`config.mk`:
```
export PLATFORM = sky130hd
export DESIGN_NAME = irrigation_pump_sequencer
export DESIGN_NICKNAME = d
export VERILOG_FILES = /design/src/hw/rtl/ips_pkg.sv /design/src/hw/rtl/ips_cfg_regs.sv /design/src/hw/rtl/ips_fsm.sv /design/src/hw/rtl/irrigation_pump_sequencer.sv
export SDC_FILE = /design/constraint.sdc
export NUM_CORES = 1
export LEC_CHECK = 0
export BUFFER_PORTS_ARGS = -buffer_cell sky130_fd_sc_hd__buf_2
export CORE_MARGIN = 2
export CORE_UTILIZATION = 30
export DETAILED_ROUTE_END_ITERATION = 6
export GPL_TIMING_DRIVEN = 0
export SYNTH_ARGS = -nofsm -noshare
export SYNTH_HDL_FRONTEND = slang
export SYNTH_SLANG_ARGS = --single-unit
export TNS_END_PERCENT = 50
```
`constraint.sdc`:
```
create_clock -name clk -period 11.9 [get_ports clk]
set_input_delay 1.19 -clock clk [delete_from_list [all_inputs] [get_ports clk]]
set_output_delay 1.19 -clock clk [all_outputs]
set_load 0.005 [all_outputs]
```
`src/hw/rtl/ips_pkg.sv`:
```
// Shared types, codes and helpers for the irrigation pump sequencer.
// No dependencies; every other file refers to it by scoped names.
package ips_pkg;

	localparam int TIME_W = 32;
	localparam int CMP_W = (TIME_W > 32) ? TIME_W : 32;
	localparam int CFG_IDX_W = 3;

	// register indexes
	localparam logic [CFG_IDX_W-1:0] CFG_DRY_ON = 3'd0;
	localparam logic [CFG_IDX_W-1:0] CFG_WET_OFF = 3'd1;
	localparam logic [CFG_IDX_W-1:0] CFG_CONFIRM = 3'd2;
	localparam logic [CFG_IDX_W-1:0] CFG_MIN_ON = 3'd3;
	localparam logic [CFG_IDX_W-1:0] CFG_MIN_OFF = 3'd4;
	localparam logic [CFG_IDX_W-1:0] CFG_INV_HOLD = 3'd5;
	localparam logic [CFG_IDX_W-1:0] CFG_RETRY_LIM = 3'd6;

	// register reset values
	localparam logic [9:0] RST_DRY_ON = 10'd350;
	localparam logic [9:0] RST_WET_OFF = 10'd550;
	localparam logic [3:0] RST_CONFIRM = 4'd2;
	localparam logic [31:0] RST_MIN_ON = 32'd5000;
	localparam logic [31:0] RST_MIN_OFF = 32'd10000;
	localparam logic [31:0] RST_INV_HOLD = 32'd8000;
	localparam logic [2:0] RST_RETRY_LIM = 3'd3;

	// pump request codes
	localparam logic [1:0] REQ_NONE = 2'd0;
	localparam logic [1:0] REQ_ON = 2'd1;
	localparam logic [1:0] REQ_OFF = 2'd2;

	// decision codes
	localparam logic [3:0] DEC_NONE = 4'd0;
	localparam logic [3:0] DEC_INV_HOLD = 4'd1;
	localparam logic [3:0] DEC_INV_OFF = 4'd2;
	localparam logic [3:0] DEC_PAUSE = 4'd3;
	localparam logic [3:0] DEC_LOCKED = 4'd4;
	localparam logic [3:0] DEC_WET_RESET = 4'd5;
	localparam logic [3:0] DEC_DRY_ON = 4'd6;
	localparam logic [3:0] DEC_MIN_OFF_HOLD = 4'd7;
	localparam logic [3:0] DEC_EXT_OFF = 4'd8;
	localparam logic [3:0] DEC_WET_OFF = 4'd9;
	localparam logic [3:0] DEC_MIN_ON_HOLD = 4'd10;
	localparam logic [3:0] DEC_COOLDOWN = 4'd11;
	localparam logic [3:0] DEC_RESET = 4'd12;

	localparam logic [3:0] CONFIRM_MAX = 4'd15;
	localparam logic [2:0] RETRY_MAX = 3'd7;

	typedef struct packed {
		logic [9:0] dry_on_threshold;
		logic [9:0] wet_off_threshold;
		logic [3:0] confirm_count;
		logic [31:0] min_on_time;
		logic [31:0] min_off_time;
		logic [31:0] invalid_hold_time;
		logic [2:0] retry_limit;
	} cfg_t;

	typedef struct packed {
		logic kind;
		logic [31:0] now_ms;
		logic soil_valid;
		logic [9:0] soil_level;
		logic pump_running;
		logic safety_timeout;
		logic command_accepted;
	} item_t;

	typedef struct packed {
		logic [1:0] pump_request;
		logic clear_safety_flag;
		logic clear_safety_count;
		logic [1:0] machine_state;
		logic [2:0] retries_used;
		logic [3:0] decision;
	} result_t;

	// wrapping difference read as signed, then compared to the duration
	function automatic logic elapsed(input logic [TIME_W-1:0] now,
			input logic [TIME_W-1:0] since, input logic [31:0] dur);
		logic [TIME_W-1:0] d;
		d = now - since;
		return (d[TIME_W-1] == 1'b0) && (CMP_W'(d) >= CMP_W'(dur));
	endfunction

endpackage

```
`src/hw/rtl/ips_cfg_regs.sv`:
```
// Configuration register file of the pump sequencer.
// Depends on ips_pkg for the register indexes, reset values and cfg_t.
module ips_cfg_regs (
	input logic clk,
	input logic arst_n,
	input logic wr_en,
	input logic [ips_pkg::CFG_IDX_W-1:0] wr_index,
	input logic [31:0] wr_data,
	output ips_pkg::cfg_t cfg
);

	ips_pkg::cfg_t cfg_q;

	always_ff @(posedge clk or negedge arst_n) begin
		if (!arst_n) begin
			cfg_q.dry_on_threshold <= ips_pkg::RST_DRY_ON;
			cfg_q.wet_off_threshold <= ips_pkg::RST_WET_OFF;
			cfg_q.confirm_count <= ips_pkg::RST_CONFIRM;
			cfg_q.min_on_time <= ips_pkg::RST_MIN_ON;
			cfg_q.min_off_time <= ips_pkg::RST_MIN_OFF;
			cfg_q.invalid_hold_time <= ips_pkg::RST_INV_HOLD;
			cfg_q.retry_limit <= ips_pkg::RST_RETRY_LIM;
		end else if (wr_en) begin
			case (wr_index)
				ips_pkg::CFG_DRY_ON: cfg_q.dry_on_threshold <= wr_data[9:0];
				ips_pkg::CFG_WET_OFF: cfg_q.wet_off_threshold <= wr_data[9:0];
				ips_pkg::CFG_CONFIRM: cfg_q.confirm_count <= wr_data[3:0];
				ips_pkg::CFG_MIN_ON: cfg_q.min_on_time <= wr_data;
				ips_pkg::CFG_MIN_OFF: cfg_q.min_off_time <= wr_data;
				ips_pkg::CFG_INV_HOLD: cfg_q.invalid_hold_time <= wr_data;
				ips_pkg::CFG_RETRY_LIM: cfg_q.retry_limit <= wr_data[2:0];
				default: ;
			endcase
		end
	end

	assign cfg = cfg_q;

endmodule

```
`src/hw/rtl/ips_fsm.sv`:
```
// Pump state machine: phase, confirm counters, time stamps and retry count,
// with the next-state and result logic for one word. Depends on ips_pkg.
module ips_fsm (
	input logic clk,
	input logic arst_n,
	input logic fire,
	input ips_pkg::item_t item,
	input ips_pkg::cfg_t cfg,
	output ips_pkg::result_t result
);

	typedef enum logic [1:0] {
		PH_IDLE = 2'd0,
		PH_RUN = 2'd1,
		PH_PAUSE = 2'd2,
		PH_LOCK = 2'd3
	} phase_t;

	phase_t phase_q, phase_d;
	logic [3:0] on_cnt_q, on_cnt_d, off_cnt_q, off_cnt_d;
	logic [3:0] on_bump, off_bump;
	logic [2:0] tally_q, tally_d, tally_inc;
	logic [ips_pkg::TIME_W-1:0] on_stamp_q, on_stamp_d;
	logic [ips_pkg::TIME_W-1:0] off_stamp_q, off_stamp_d;
	logic [ips_pkg::TIME_W-1:0] inv_stamp_q, inv_stamp_d, inv_since;
	logic [ips_pkg::TIME_W-1:0] now;
	logic [1:0] req;
	logic clr_flag, clr_count;
	logic [3:0] dec;
	logic is_dry, is_wet, off_rested, on_served, hold_over;

	assign now = ips_pkg::TIME_W'(item.now_ms);
	assign is_dry = item.soil_level < cfg.dry_on_threshold;
	assign is_wet = item.soil_level > cfg.wet_off_threshold;
	assign on_bump = (on_cnt_q < ips_pkg::CONFIRM_MAX) ? on_cnt_q + 4'd1 : ips_pkg::CONFIRM_MAX;
	assign off_bump = (off_cnt_q < ips_pkg::CONFIRM_MAX) ? off_cnt_q + 4'd1 :
		ips_pkg::CONFIRM_MAX;
	assign tally_inc = (tally_q < ips_pkg::RETRY_MAX) ? tally_q + 3'd1 : ips_pkg::RETRY_MAX;
	assign inv_since = (inv_stamp_q == '0) ? now : inv_stamp_q;
	assign hold_over = ips_pkg::elapsed(now, inv_since, cfg.invalid_hold_time);
	assign off_rested = (off_stamp_q == '0) ||
		ips_pkg::elapsed(now, off_stamp_q, cfg.min_off_time);
	assign on_served = (on_stamp_q == '0) ||
		ips_pkg::elapsed(now, on_stamp_q, cfg.min_on_time);

	always_comb begin
		phase_d = phase_q;
		on_cnt_d = on_cnt_q;
		off_cnt_d = off_cnt_q;
		tally_d = tally_q;
		on_stamp_d = on_stamp_q;
		off_stamp_d = off_stamp_q;
		inv_stamp_d = inv_stamp_q;
		req = ips_pkg::REQ_NONE;
		clr_flag = 1'b0;
		clr_count = 1'b0;
		dec = ips_pkg::DEC_NONE;

		if (item.kind) begin
			phase_d = PH_IDLE;
			on_cnt_d = '0;
			off_cnt_d = '0;
			tally_d = '0;
			on_stamp_d = '0;
			off_stamp_d = '0;
			inv_stamp_d = '0;
			clr_flag = 1'b1;
			clr_count = 1'b1;
			dec = ips_pkg::DEC_RESET;
		end else if (!item.soil_valid) begin
			on_cnt_d = '0;
			off_cnt_d = '0;
			inv_stamp_d = inv_since;
			if (!hold_over) begin
				dec = ips_pkg::DEC_INV_HOLD;
			end else begin
				req = ips_pkg::REQ_OFF;
				dec = ips_pkg::DEC_INV_OFF;
				if (item.command_accepted) begin
					off_stamp_d = now;
					if (phase_q == PH_RUN)
						phase_d = PH_IDLE;
				end
			end
		end else begin
			inv_stamp_d = '0;
			if (item.safety_timeout) begin
				clr_flag = 1'b1;
				off_stamp_d = now;
				tally_d = tally_inc;
				on_cnt_d = '0;
				off_cnt_d = '0;
				if (tally_inc >= cfg.retry_limit) begin
					phase_d = PH_LOCK;
					dec = ips_pkg::DEC_LOCKED;
				end else begin
					phase_d = PH_PAUSE;
					dec = ips_pkg::DEC_PAUSE;
				end
			end else if (is_wet && (phase_q == PH_LOCK || phase_q == PH_PAUSE)) begin
				phase_d = PH_IDLE;
				tally_d = '0;
				on_cnt_d = '0;
				off_cnt_d = '0;
				dec = ips_pkg::DEC_WET_RESET;
			end else begin
				case (phase_q)
					PH_LOCK: begin
						on_cnt_d = '0;
					end
					PH_PAUSE: begin
						on_cnt_d = '0;
						if (is_dry && off_rested) begin
							phase_d = PH_IDLE;
							dec = ips_pkg::DEC_COOLDOWN;
						end
					end
					PH_IDLE: begin
						off_cnt_d = '0;
						if (is_dry) begin
							on_cnt_d = on_bump;
							if (on_bump >= cfg.confirm_count) begin
								on_cnt_d = '0;
								if (off_rested) begin
									req = ips_pkg::REQ_ON;
									dec = ips_pkg::DEC_DRY_ON;
									if (item.command_accepted) begin
										on_stamp_d = now;
										phase_d = PH_RUN;
									end
								end else begin
									dec = ips_pkg::DEC_MIN_OFF_HOLD;
								end
							end
						end else begin
							on_cnt_d = '0;
						end
					end
					default: begin
						// running
						on_cnt_d = '0;
						if (!item.pump_running) begin
							phase_d = PH_IDLE;
							off_stamp_d = now;
							dec = ips_pkg::DEC_EXT_OFF;
						end else if (is_wet) begin
							off_cnt_d = off_bump;
							if (off_bump >= cfg.confirm_count) begin
								off_cnt_d = '0;
								if (on_served) begin
									req = ips_pkg::REQ_OFF;
									dec = ips_pkg::DEC_WET_OFF;
									if (item.command_accepted) begin
										off_stamp_d = now;
										phase_d = PH_IDLE;
										tally_d = '0;
									end
								end else begin
									dec = ips_pkg::DEC_MIN_ON_HOLD;
								end
							end
						end else begin
							off_cnt_d = '0;
						end
					end
				endcase
			end
		end
	end

	always_ff @(posedge clk or negedge arst_n) begin
		if (!arst_n) begin
			phase_q <= PH_IDLE;
			on_cnt_q <= '0;
			off_cnt_q <= '0;
			tally_q <= '0;
			on_stamp_q <= '0;
			off_stamp_q <= '0;
			inv_stamp_q <= '0;
		end else if (fire) begin
			phase_q <= phase_d;
			on_cnt_q <= on_cnt_d;
			off_cnt_q <= off_cnt_d;
			tally_q <= tally_d;
			on_stamp_q <= on_stamp_d;
			off_stamp_q <= off_stamp_d;
			inv_stamp_q <= inv_stamp_d;
		end
	end

	assign result.pump_request = req;
	assign result.clear_safety_flag = clr_flag;
	assign result.clear_safety_count = clr_count;
	assign result.machine_state = phase_d;
	assign result.retries_used = tally_d;
	assign result.decision = dec;

endmodule

```
`src/hw/rtl/irrigation_pump_sequencer.sv`:
```
// Top level of the irrigation pump sequencer: input register, result register
// and handshakes. Depends on ips_pkg, ips_cfg_regs and ips_fsm.
//
//   channel  | handshake            | payload
//   ---------+----------------------+-----------------------------------------------
//   in       | in_valid / in_stall  | kind now_ms soil_valid soil_level pump_running
//            |                      | safety_timeout command_accepted
//   out      | out_valid / out_stall| pump_request clear_safety_flag clear_safety_count
//            |                      | machine_state retries_used decision
//   cfg      | cfg_valid / cfg_ready| cfg_index cfg_data
//
// One word per cycle sustained while out_stall is low; a taken word waits in the
// input register until it fires into the result register, then leaves from there.
// The pump state is registered in the same cycle as the result. arst_n clears state
// and config to reset values. A stalled result holds in the output register while
// one more word waits in the input register; in_stall rises only when both are full.
module irrigation_pump_sequencer (
	input logic clk,
	input logic arst_n,

	input logic in_valid,
	output logic in_stall,
	input logic kind,
	input logic [31:0] now_ms,
	input logic soil_valid,
	input logic [9:0] soil_level,
	input logic pump_running,
	input logic safety_timeout,
	input logic command_accepted,

	output logic out_valid,
	input logic out_stall,
	output logic [1:0] pump_request,
	output logic clear_safety_flag,
	output logic clear_safety_count,
	output logic [1:0] machine_state,
	output logic [2:0] retries_used,
	output logic [3:0] decision,

	input logic cfg_valid,
	output logic cfg_ready,
	input logic [ips_pkg::CFG_IDX_W-1:0] cfg_index,
	input logic [31:0] cfg_data
);

	ips_pkg::cfg_t cfg;
	ips_pkg::item_t item_s1;
	ips_pkg::result_t result, result_s2;
	logic valid_s1_q, valid_s2_q;
	logic fire, take;

	assign cfg_ready = 1'b1;

	ips_cfg_regs u_cfg (
		.clk(clk),
		.arst_n(arst_n),
		.wr_en(cfg_valid & cfg_ready),
		.wr_index(cfg_index),
		.wr_data(cfg_data),
		.cfg(cfg)
	);

	// advance the held word whenever the result register is free or draining
	assign fire = valid_s1_q && (!valid_s2_q || !out_stall);
	assign in_stall = valid_s1_q && !fire;
	assign take = in_valid && !in_stall;

	always_ff @(posedge clk or negedge arst_n) begin
		if (!arst_n) begin
			valid_s1_q <= 1'b0;
		end else if (take) begin
			valid_s1_q <= 1'b1;
		end else if (fire) begin
			valid_s1_q <= 1'b0;
		end
	end

	always_ff @(posedge clk) begin
		if (take) begin
			item_s1.kind <= kind;
			item_s1.now_ms <= now_ms;
			item_s1.soil_valid <= soil_valid;
			item_s1.soil_level <= soil_level;
			item_s1.pump_running <= pump_running;
			item_s1.safety_timeout <= safety_timeout;
			item_s1.command_accepted <= command_accepted;
		end
	end

	ips_fsm u_fsm (
		.clk(clk),
		.arst_n(arst_n),
		.fire(fire),
		.item(item_s1),
		.cfg(cfg),
		.result(result)
	);

	always_ff @(posedge clk or negedge arst_n) begin
		if (!arst_n) begin
			valid_s2_q <= 1'b0;
		end else if (fire) begin
			valid_s2_q <= 1'b1;
		end else if (!out_stall) begin
			valid_s2_q <= 1'b0;
		end
	end

	always_ff @(posedge clk) begin
		if (fire) begin
			result_s2 <= result;
		end
	end

	assign out_valid = valid_s2_q;
	assign pump_request = result_s2.pump_request;
	assign clear_safety_flag = result_s2.clear_safety_flag;
	assign clear_safety_count = result_s2.clear_safety_count;
	assign machine_state = result_s2.machine_state;
	assign retries_used = result_s2.retries_used;
	assign decision = result_s2.decision;

endmodule
```
==> metrics.cfg, run 1 <==
[synthesis]
synth.top_cell.area_share_pct = 26.2
ys_types = 87
post-synth-top-area-cell = dfrtp_1
avgSynthCellArea_um2 = 9.57
synth-edff-count = 60
synthFlopType = dfrtp_1
async_reset_ff_share_pct = 79.6
syn_area_um2 = 19600
yosysMostFrequentCell = inv_1
ys_seq_area_share_pct = 39.3
synth_common_cells = inv_1 (246), ha_1 (222), dfrtp_1 (205)
ys_top_cells_by_area = dfrtp_1 (26%), ha_1 (14%), edfxtp_1 (9.2%)
ys_ff_latch = 294
syn_nets = 2359
synth_warnings = 0
synthCells = 2047

[floorplanning]
die_w_um = 260
start_util_pct = 30.4
design.core.area_um2 = 64500
die_area_um2 = 67400
die_h_um = 260
num_rows = 93
top_level_ports = 103

[cells_and_area]
finalNetCount = 2502
syn2layout_area_growth_pct = 15.1
seq_area_um2 = 7690
layout-drive-gt1-share_pct = 14.8
antennaDiodeCount = 0
fillCellCount = 6628
multi_input_area_um2 = 10700

[sta]
rsz0062_at_grt = false
fmax_ghz = 0.124
max_slew_margin_pct = 13.4
setup_viol = 0
worst_pin_slew_ps = 1270
drv_slew = 0
finalHoldViolations = 0
fin_skew_ps = 24.6
setup_tns_ps = 0
fin_crit_sh_pct = 67.6
min_period_ps = 8040

[clocking]
clock_path_buffers = 3
cts_buffers = 38
cts-resized-gates = 0
htreeDepth = 2
path_clk_slew_ps = 60
cts.sinks = 294
cts_tree = yes
cts_setup_buffers = 0
cts_hold_buf = 0
cts_root_buf = clkbuf_16
clock_latency_ps = 560

[placed_design]
dp_hpwl_mm = 44.9
routabilityCongestion = 0.922
numPortBuffers = 99

[routing]
routed-via-count = 15927
drt-initial-drc-count = 1114
dr.pass1.iters = 7
drt-total-wl_mm = 57.0
vias_per_cell = 5.18
drcViolationCount = 15
wire_per_inst_um = 18.5
final_antenna_net_count = 0

[setup_path]
crit_path_frequent_cell = a211o_1
cp.arrival_ps = 8450
critPathCaptureType = register
crit_type = register to register
cp_data_required_time_ps = 12310
path_buf_inv = 2
slowest_delay_ps = 690
cp_slowest_cell = a31oi_2
crit_fanout = 10
r2r_slack_ps = 3860
start_kind = register
critical_path.top_delay_family = compound AO/OA/AOI/OAI gates

[global_route]
grt_pass1_vias = 15796
grt_max_degree = 118
grt_first_pass_wirelength_mm = 89.2
antenna_found_initial = 1
overflow = 0
track_usage_pct = 16.9

[flow_run]
cap_violations = 0

[run_status]
violations = design-rule violations
status = complete, but fails checks

[worst_hold_path]
hp-class = primary input to async pin

## final cells by class
| class | instances | area share [%] |
|---|---|---|
| Inverter | 248 | 4.13 |
| Buffer | 54 | 1.13 |
| Clock inverter | 18 | 0.954 |
| Tap cell | 855 | 4.74 |
| Multi-Input combinational cell | 1451 | 47.5 |
| Sequential cell | 294 | 34.1 |
| Clock buffer | 51 | 4.80 |
| Timing Repair Buffer | 103 | 2.62 |
## metal layers
layer  GRT usage, %  vias to the layer above  routed length [um]  part of all wire, %
met4           5.11                        2                1860                  3.3
met1           21.9                     7735               25200                   44
met3           2.96                      111                2950                  5.2
li1               -                     7645                   -                    -
met5              0                        -                  11                0.019
met2           28.8                      434               26900                   47
## cell usage in the layout (no fill, tap or decap), drive strengths merged, types with 28 or more instances in the layout
cell,count
buf,120
a21oi,162
o21ai,165
inv,247
a22o,34
nor2,87
ha,222
o22ai,36
edfxtp,60
a21o,51
dfrtp,205
nand4,30
nand2,164
dfstp,29
nand2b,28
clkbuf,88
xnor2,59
nand3,35
mux2,73
## path summary, 6_finish.rpt
check | end | from | cells past startpoint
worst max-delay path | u_fsm.off_stamp_q[29]$_DFFE_PN0P_ | u_fsm.inv_stamp_q[17]$_DFFE_PN0P_ | 25
worst min-delay path | u_cfg.cfg[56]$_DFFE_PN0P_ | arst_n | 1
worst max register to register | u_fsm.off_stamp_q[29]$_DFFE_PN0P_ | u_fsm.inv_stamp_q[17]$_DFFE_PN0P_ | 25
worst min register to register | out_valid$_DFFE_PN0P_ | valid_s1_q$_DFFE_PN0P_ | 1
max in group asynchronous | u_cfg.cfg[0]$_DFFE_PN1P_ | arst_n | 3
min in group clk | out_valid$_DFFE_PN0P_ | valid_s1_q$_DFFE_PN0P_ | 1
## state kept, by name (all words and copies together) (netlist names)
register and count:
valid_s1_q 1, out_valid 1, item_s1 47, machine_state 2
decision 4, clear_safety_flag 1, u_fsm.phase_q 2, u_fsm.on_stamp_q 32
u_cfg.cfg 123, u_fsm.on_cnt_q 4, retries_used 3, u_fsm.inv_stamp_q 32
clear_safety_count 1, u_fsm.off_stamp_q 32, u_fsm.off_cnt_q 4, u_fsm.tally_q 3
pump_request 2
## cells by family after synthesis
kind of cell / count (synthesis) / share of synthesized area, %
AO/OA/AOI/OAI: 598 / 20.4
AND/OR/NAND/NOR: 469 / 11.8
buffers and inverters: 302 / 6.05
flip-flops: 294 / 39.3
adder cells (fa/ha/maj): 225 / 14.5
XOR/XNOR: 83 / 3.71
multiplexers: 75 / 4.30
other: 1 / 0.0191
## stage by stage
stage	std cells	util, %	worst slack (ps)	cell area [um2]	hold WS (ps)
after global placement	3001	32.8	4010	21200	475
after detailed placement	3005	33.0	3940	21300	484
after floorplan	2047	-	5990	19600	457
final	3074	35.0	3860	22600	454
after CTS	3074	35.0	3900	22600	429
after global routing	3074	35.0	3410	22600	439
Power of run 1 is not shown: default switching activity piles up to over one toggle a cycle in this logic, so the estimate is an artifact.
==> run 2: changes to the inputs <==
- clock period: 11.9 -> 7.1 ns (I/O delays scaled with it)
==> run 2 against run 1 <==
  * The flow now finishes without violations
  * Sequential share of layout area down 0.29 points
  * Clock-buffer cell count unchanged
  * Fmax grew 18%
  * Largest cell class unchanged
==> metrics.cfg, run 2 (synthesis gave the netlist of run 1 again) <==
[run_status]
status = complete, no violations

[cells_and_area]
most-common-layout-cells = inv_1 (246), ha_1 (222), dfrtp_1 (205), nand2_1 (163)
largest_reg_flops = 123  ; unchanged
seq_area_um2 = 7690  ; unchanged
finalNetCount = 2509  ; +0.28%
antennaDiodeCount = 0  ; unchanged
syn2layout_area_growth_pct = 16.1
layout.cells.non_filler = 3081  ; +0.23%
multi_input_area_um2 = 10800  ; +0.98%
layout_commonest_cell = inv_1
layout-drive-gt1-share_pct = 15.7  ; +0.90 points
fillCellCount = 6608  ; -0.30%

[global_route]
antenna_found_initial = 1  ; unchanged
grt_first_pass_wirelength_mm = 89.4  ; +0.22%
grt_pass1_vias = 15840  ; +0.28%
overflow = 0  ; unchanged
grt_max_degree = 118  ; unchanged
track_usage_pct = 17.0  ; +0.040 points

[placed_design]
numPortBuffers = 99  ; unchanged
dp_hpwl_mm = 44.9  ; unchanged
routabilityCongestion = 0.922  ; unchanged
post-place-ws_ps = -858  ; -4800 ps
dp.cells = 3005  ; unchanged

[routing]
wire_per_inst_um = 18.5  ; +0.11%
drcViolationCount = 0  ; -15
final_antenna_net_count = 0  ; unchanged
vias_per_cell = 5.17  ; -0.17%
dr.pass1.iters = 5  ; -2
drt-total-wl_mm = 57.1  ; +0.34%
routed-via-count = 15936  ; +0.057%
drt-initial-drc-count = 1071  ; -3.9%

[clocking]
cts_root_buf = clkbuf_16
cts_tree = yes
cts.sinks = 294  ; unchanged
cts_buffers = 38  ; unchanged
clock_latency_ps = 560  ; about the same
path_clk_slew_ps = 60  ; about the same
clock_path_buffers = 3  ; unchanged
htreeDepth = 2  ; unchanged

[sta]
min_period_ps = 6800  ; -1240 ps
worst_pin_slew_ps = 1280  ; +14.7 ps
fin_skew_ps = 26.6  ; +1.97 ps
fin_ws_ps = 301  ; -3560 ps
fin_crit_sh_pct = 95.8  ; +28 points
finalHoldViolations = 0  ; unchanged
fmax_ghz = 0.147  ; +18%
setup_viol = 0  ; unchanged
drv_slew = 0  ; unchanged
max_slew_margin_pct = 12.4  ; -1.0 points
setup_tns_ps = 0  ; unchanged
whs_ps = 319  ; -135 ps

[floorplanning]
design.core.area_um2 = 64500  ; unchanged
num_rows = 93  ; unchanged
start_util_pct = 30.4  ; unchanged
top_level_ports = 103  ; unchanged
die_area_um2 = 67400  ; unchanged
die_w_um = 260  ; unchanged
die_h_um = 260  ; unchanged

[setup_path]
cp_data_required_time_ps = 7560  ; -4750 ps
crit_type = register to register
cp.arrival_ps = 7260  ; -1190 ps
start_kind = register
crit_fanout = 10  ; unchanged
critPathCaptureType = register

[worst_hold_path]
hp-class = primary input to register

[flow_run]
cap_violations = 0  ; unchanged

run 2: area by class of cell:
type | instances | area share (%)
plain buffers | 53 | 1.13
clock inverters | 18 | 0.946
flip-flops and latches | 294 | 33.8
well taps | 855 | 4.70
repair buffers | 111 | 2.99
multi-input cells | 1451 | 47.6
inverters | 248 | 4.09
clock buffers | 51 | 4.76
run 2: what timing repair did:
item,in CTS,in global routing
resized for setup,13,13
endpoints found under the setup margin,71,65
setup buffers,2,5
hold buffers,1,0
pin swaps,2,5
endpoints found under the hold margin,16,0
run 2: critical path: stages (launching register included):
cell	delay, ps
dfrtp_1	390
nor4_1	340
nand4_1	220
nor2_4	160
clkbuf_4	220
a21oi_1	120
ha_1	360
nor2b_1	170
o31a_1	280
o32a_1	410
a211o_1	390
a31oi_2	220
o21ai_1	170
a211o_1	280
a21oi_1	180
xnor2_1	110
ha_1	300
nand4_1	180
nor4_2	260
nor3b_2	240
a211o_1	280
nor4b_4	290
o21ai_1	170
a221o_2	540
buf_6	230
o22ai_2	150
run 2: worst paths after layout:
kind	startpoint	endpoint	slack, ps	cells after the start
worst max-delay path	u_fsm.inv_stamp_q[25]$_DFFE_PN0P_	u_fsm.off_stamp_q[29]$_DFFE_PN0P_	300	25
worst min-delay path	kind	item_s1[46]$_DFFE_PP_	320	1
min in group asynchronous	arst_n	u_cfg.cfg[56]$_DFFE_PN0P_	570	2
worst min register to register	valid_s1_q$_DFFE_PN0P_	out_valid$_DFFE_PN0P_	500	1
worst max register to register	u_fsm.inv_stamp_q[25]$_DFFE_PN0P_	u_fsm.off_stamp_q[29]$_DFFE_PN0P_	300	25
max in group asynchronous	arst_n	u_cfg.cfg[0]$_DFFE_PN1P_	5210	4
run 2: through the flow:
step	cell area (um2)	utilization [%]
floorplan	19600	-
global placement	21200	32.8
detailed placement	21300	33.0
CTS	22700	35.2
global route	22800	35.3
finish	22800	35.3
run 2: routing by layer:
layer | wire, um | part of all wire, % | global-route usage, % | up-vias
met5 | 11 | 0.019 | 0 | -
met4 | 1850 | 3.2 | 5.35 | 2
met3 | 2850 | 5.0 | 3.00 | 100
met2 | 27200 | 48 | 28.7 | 408
met1 | 25200 | 44 | 21.9 | 7772
li1 | - | - | - | 7654
Power of run 2 is left out for the same reason.
==> run 3: changes to the inputs <==
- clock period: 7.1 -> 6.3 ns (I/O delays scaled with it)
==> run 3 against run 2 <==
  * The run now ends with negative setup slack left
  * Worst setup slack got worse by 410 ps
  * Hold slack got worse by 77 ps
  * Fmax up 6.0%
  * Utilization up 0.94 points
  * Via count is 0.53% higher
  * Design area is 2.7% higher
  * Die area unchanged
  * Register-to-register slack got worse by 410 ps
  * Sequential share of layout area fell by 0.87 points
  * Clock skew down 3.0 ps
  * First-iteration DRC count is 0.28% higher
  * Global-route usage increased by 0.11 points
  * Highest routed layer unchanged
==> metrics.cfg, run 3 (synthesis gave the netlist of run 1 again) <==
[run_status]
status = complete, but fails checks
violations = negative setup slack

[floorplanning]
num_rows = 93  ; unchanged
top_level_ports = 103  ; unchanged
die_area_um2 = 67400  ; unchanged
start_util_pct = 30.4  ; unchanged
design.core.area_um2 = 64500  ; unchanged
die_h_um = 260  ; unchanged
die_w_um = 260  ; unchanged

[cells_and_area]
multi_input_area_um2 = 11100  ; +2.1%
fillCellCount = 6556  ; -0.79%
antennaDiodeCount = 0  ; unchanged
seq_area_um2 = 7700  ; about the same
most-common-layout-cells = inv_1 (245), ha_1 (221), dfrtp_1 (203), nand2_1 (161), o21ai_0 (159)
largest_reg_flops = 123  ; unchanged
layout-drive-gt1-share_pct = 18.4  ; +2.8 points
utilization_pct = 36.2  ; +0.94 points
layout.cells.non_filler = 3111  ; +0.97%
layout_commonest_cell = inv_1
finalNetCount = 2539  ; +1.2%
syn2layout_area_growth_pct = 19.2

[global_route]
antenna_found_initial = 1  ; unchanged
grt_pass1_vias = 15929  ; +0.56%
grt_max_degree = 118  ; unchanged
track_usage_pct = 17.1  ; +0.11 points
grt_first_pass_wirelength_mm = 90.0  ; +0.73%
overflow = 0  ; unchanged

[sta]
rsz0062_at_grt = true
fin_crit_sh_pct = 102  ; +6.0 points
max_slew_margin_pct = 16.7  ; +4.2 points
fin_skew_ps = 23.6  ; -2.98 ps
setup_tns_ps = -2920  ; -2920 ps
fin_ws_ps = -112  ; -413 ps
fmax_ghz = 0.156  ; +6.0%
drv_slew = 0  ; unchanged
min_period_ps = 6410  ; -387 ps
finalHoldViolations = 0  ; unchanged
worst_pin_slew_ps = 1240  ; -39.8 ps
setup_viol = 32  ; +32

[setup_path]
critPathCaptureType = register
cp_data_required_time_ps = 6760  ; -800 ps
r2r-start = u_fsm.inv_stamp_q[22]$_DFFE_PN0P_
r2r_end = u_fsm.off_stamp_q[29]$_DFFE_PN0P_
crit_fanout = 5  ; -5
r2r_slack_ps = -110  ; -410 ps
cp.arrival_ps = 6870  ; -390 ps
crit_type = register to register
r2r_cells = 27  ; +8.0%
start_kind = register

[worst_hold_path]
min_path_cells = 1  ; unchanged
hp-class = primary input to register
holdPathEnd = item_s1[46]$_DFFE_PP_
min_from = kind

[routing]
drt-initial-drc-count = 1074  ; +0.28%
drcViolationCount = 0  ; unchanged
vias_per_cell = 5.15  ; -0.44%
wire_per_inst_um = 18.6  ; +0.41%
dr.pass1.iters = 6  ; +1
routed-via-count = 16021  ; +0.53%
drt-total-wl_mm = 57.9  ; +1.4%
final_antenna_net_count = 0  ; unchanged

[placed_design]
numPortBuffers = 99  ; unchanged
dp.cells = 3005  ; unchanged
dp_hpwl_mm = 44.9  ; unchanged
routabilityCongestion = 0.922  ; unchanged

[clocking]
cts_tree = yes
cts_root_buf = clkbuf_16
cts_buffers = 38  ; unchanged
htreeDepth = 2  ; unchanged
path_clk_slew_ps = 60  ; about the same
cts.sinks = 294  ; unchanged
clock_path_buffers = 3  ; unchanged
clock_latency_ps = 560  ; about the same

[flow_run]
cap_violations = 0  ; unchanged

run 3: cell types whose count changed in the layout (fill, tap and decap cells not counted), sizes merged:
| cell | delta |
|---|---|
| clkbuf | -2 |
| buf | +32 |
run 3: layout make-up:
cell class,count,share of cell area (%)
clock inverter,18,0.921
inverter,248,3.98
multi-input combinational,1451,47.3
sequential,294,32.9
tap,855,4.58
buffer,50,1.28
clock buffer,51,4.64
timing repair buffer,144,4.34
run 3: what timing repair did:
item                                    4_1_cts  5_1_grt
pin swaps                                    25       21
setup buffers                                21       16
cloned                                        1        2
resized for setup                            47       44
endpoints found under the setup margin       73       72
hold buffers                                  1        0
hold endpoints to repair                     16        0
run 3: worst max-delay path, stage by stage (launching register included):
cell and delay [ps]:
dfrtp_1 430, nor4_2 330, nand4_1 210, nor2_4 210, buf_6 130, a21o_1 140, ha_2 190, fa_2 220
nor2b_2 50, o31a_1 280, o32a_1 360, a211o_1 360, a31oi_4 220, o21ai_2 100, a211o_1 270, a21oi_2 190
xnor2_2 90, ha_1 300, nand4_1 200, nor4_4 240, nor3b_2 230, a211o_1 280, nor4b_4 280, o21ai_2 90
a221o_2 460, buf_12 180, buf_12 130, o22ai_2 140
run 3: through the flow:
stage / hold slack, ps / area, um2 / worst slack (ps)
after global routing: 213 / 23400 / -248
after floorplan: 334 / 19600 / 388
after CTS: 206 / 23000 / 5.53
after global placement: 475 / 21200 / -1590
final: 242 / 23400 / -112
after detailed placement: 470 / 21300 / -1660
run 3: how the worst max path moves through the flow:
stage	startpoint	cells past startpoint	end	slack (ps)
after floorplan	u_fsm.inv_stamp_q[25]$_DFFE_PN0P_	25	u_fsm.off_stamp_q[1]$_DFFE_PN0P_	390
after global placement	u_fsm.inv_stamp_q[17]$_DFFE_PN0P_	25	u_fsm.off_stamp_q[30]$_DFFE_PN0P_	-1590
after detailed placement	u_fsm.inv_stamp_q[17]$_DFFE_PN0P_	25	u_fsm.off_stamp_q[29]$_DFFE_PN0P_	-1660
after CTS	u_fsm.inv_stamp_q[17]$_DFFE_PN0P_	26	u_fsm.off_stamp_q[23]$_DFFE_PN0P_	6
after global routing	u_fsm.inv_stamp_q[17]$_DFFE_PN0P_	27	u_fsm.off_stamp_q[17]$_DFFE_PN0P_	-250
final	u_fsm.inv_stamp_q[22]$_DFFE_PN0P_	27	u_fsm.off_stamp_q[29]$_DFFE_PN0P_	-110
run 3: per-layer routing:
layer  GRT usage, %  vias up  share of wire [%]
li1               -     7726                  -
met1           22.1     7750                 44
met2           29.1      445                 48
met3           2.86       98                5.2
met4           5.17        2                3.0
met5              0        -              0.019
Power of run 3 is left out for the same reason.
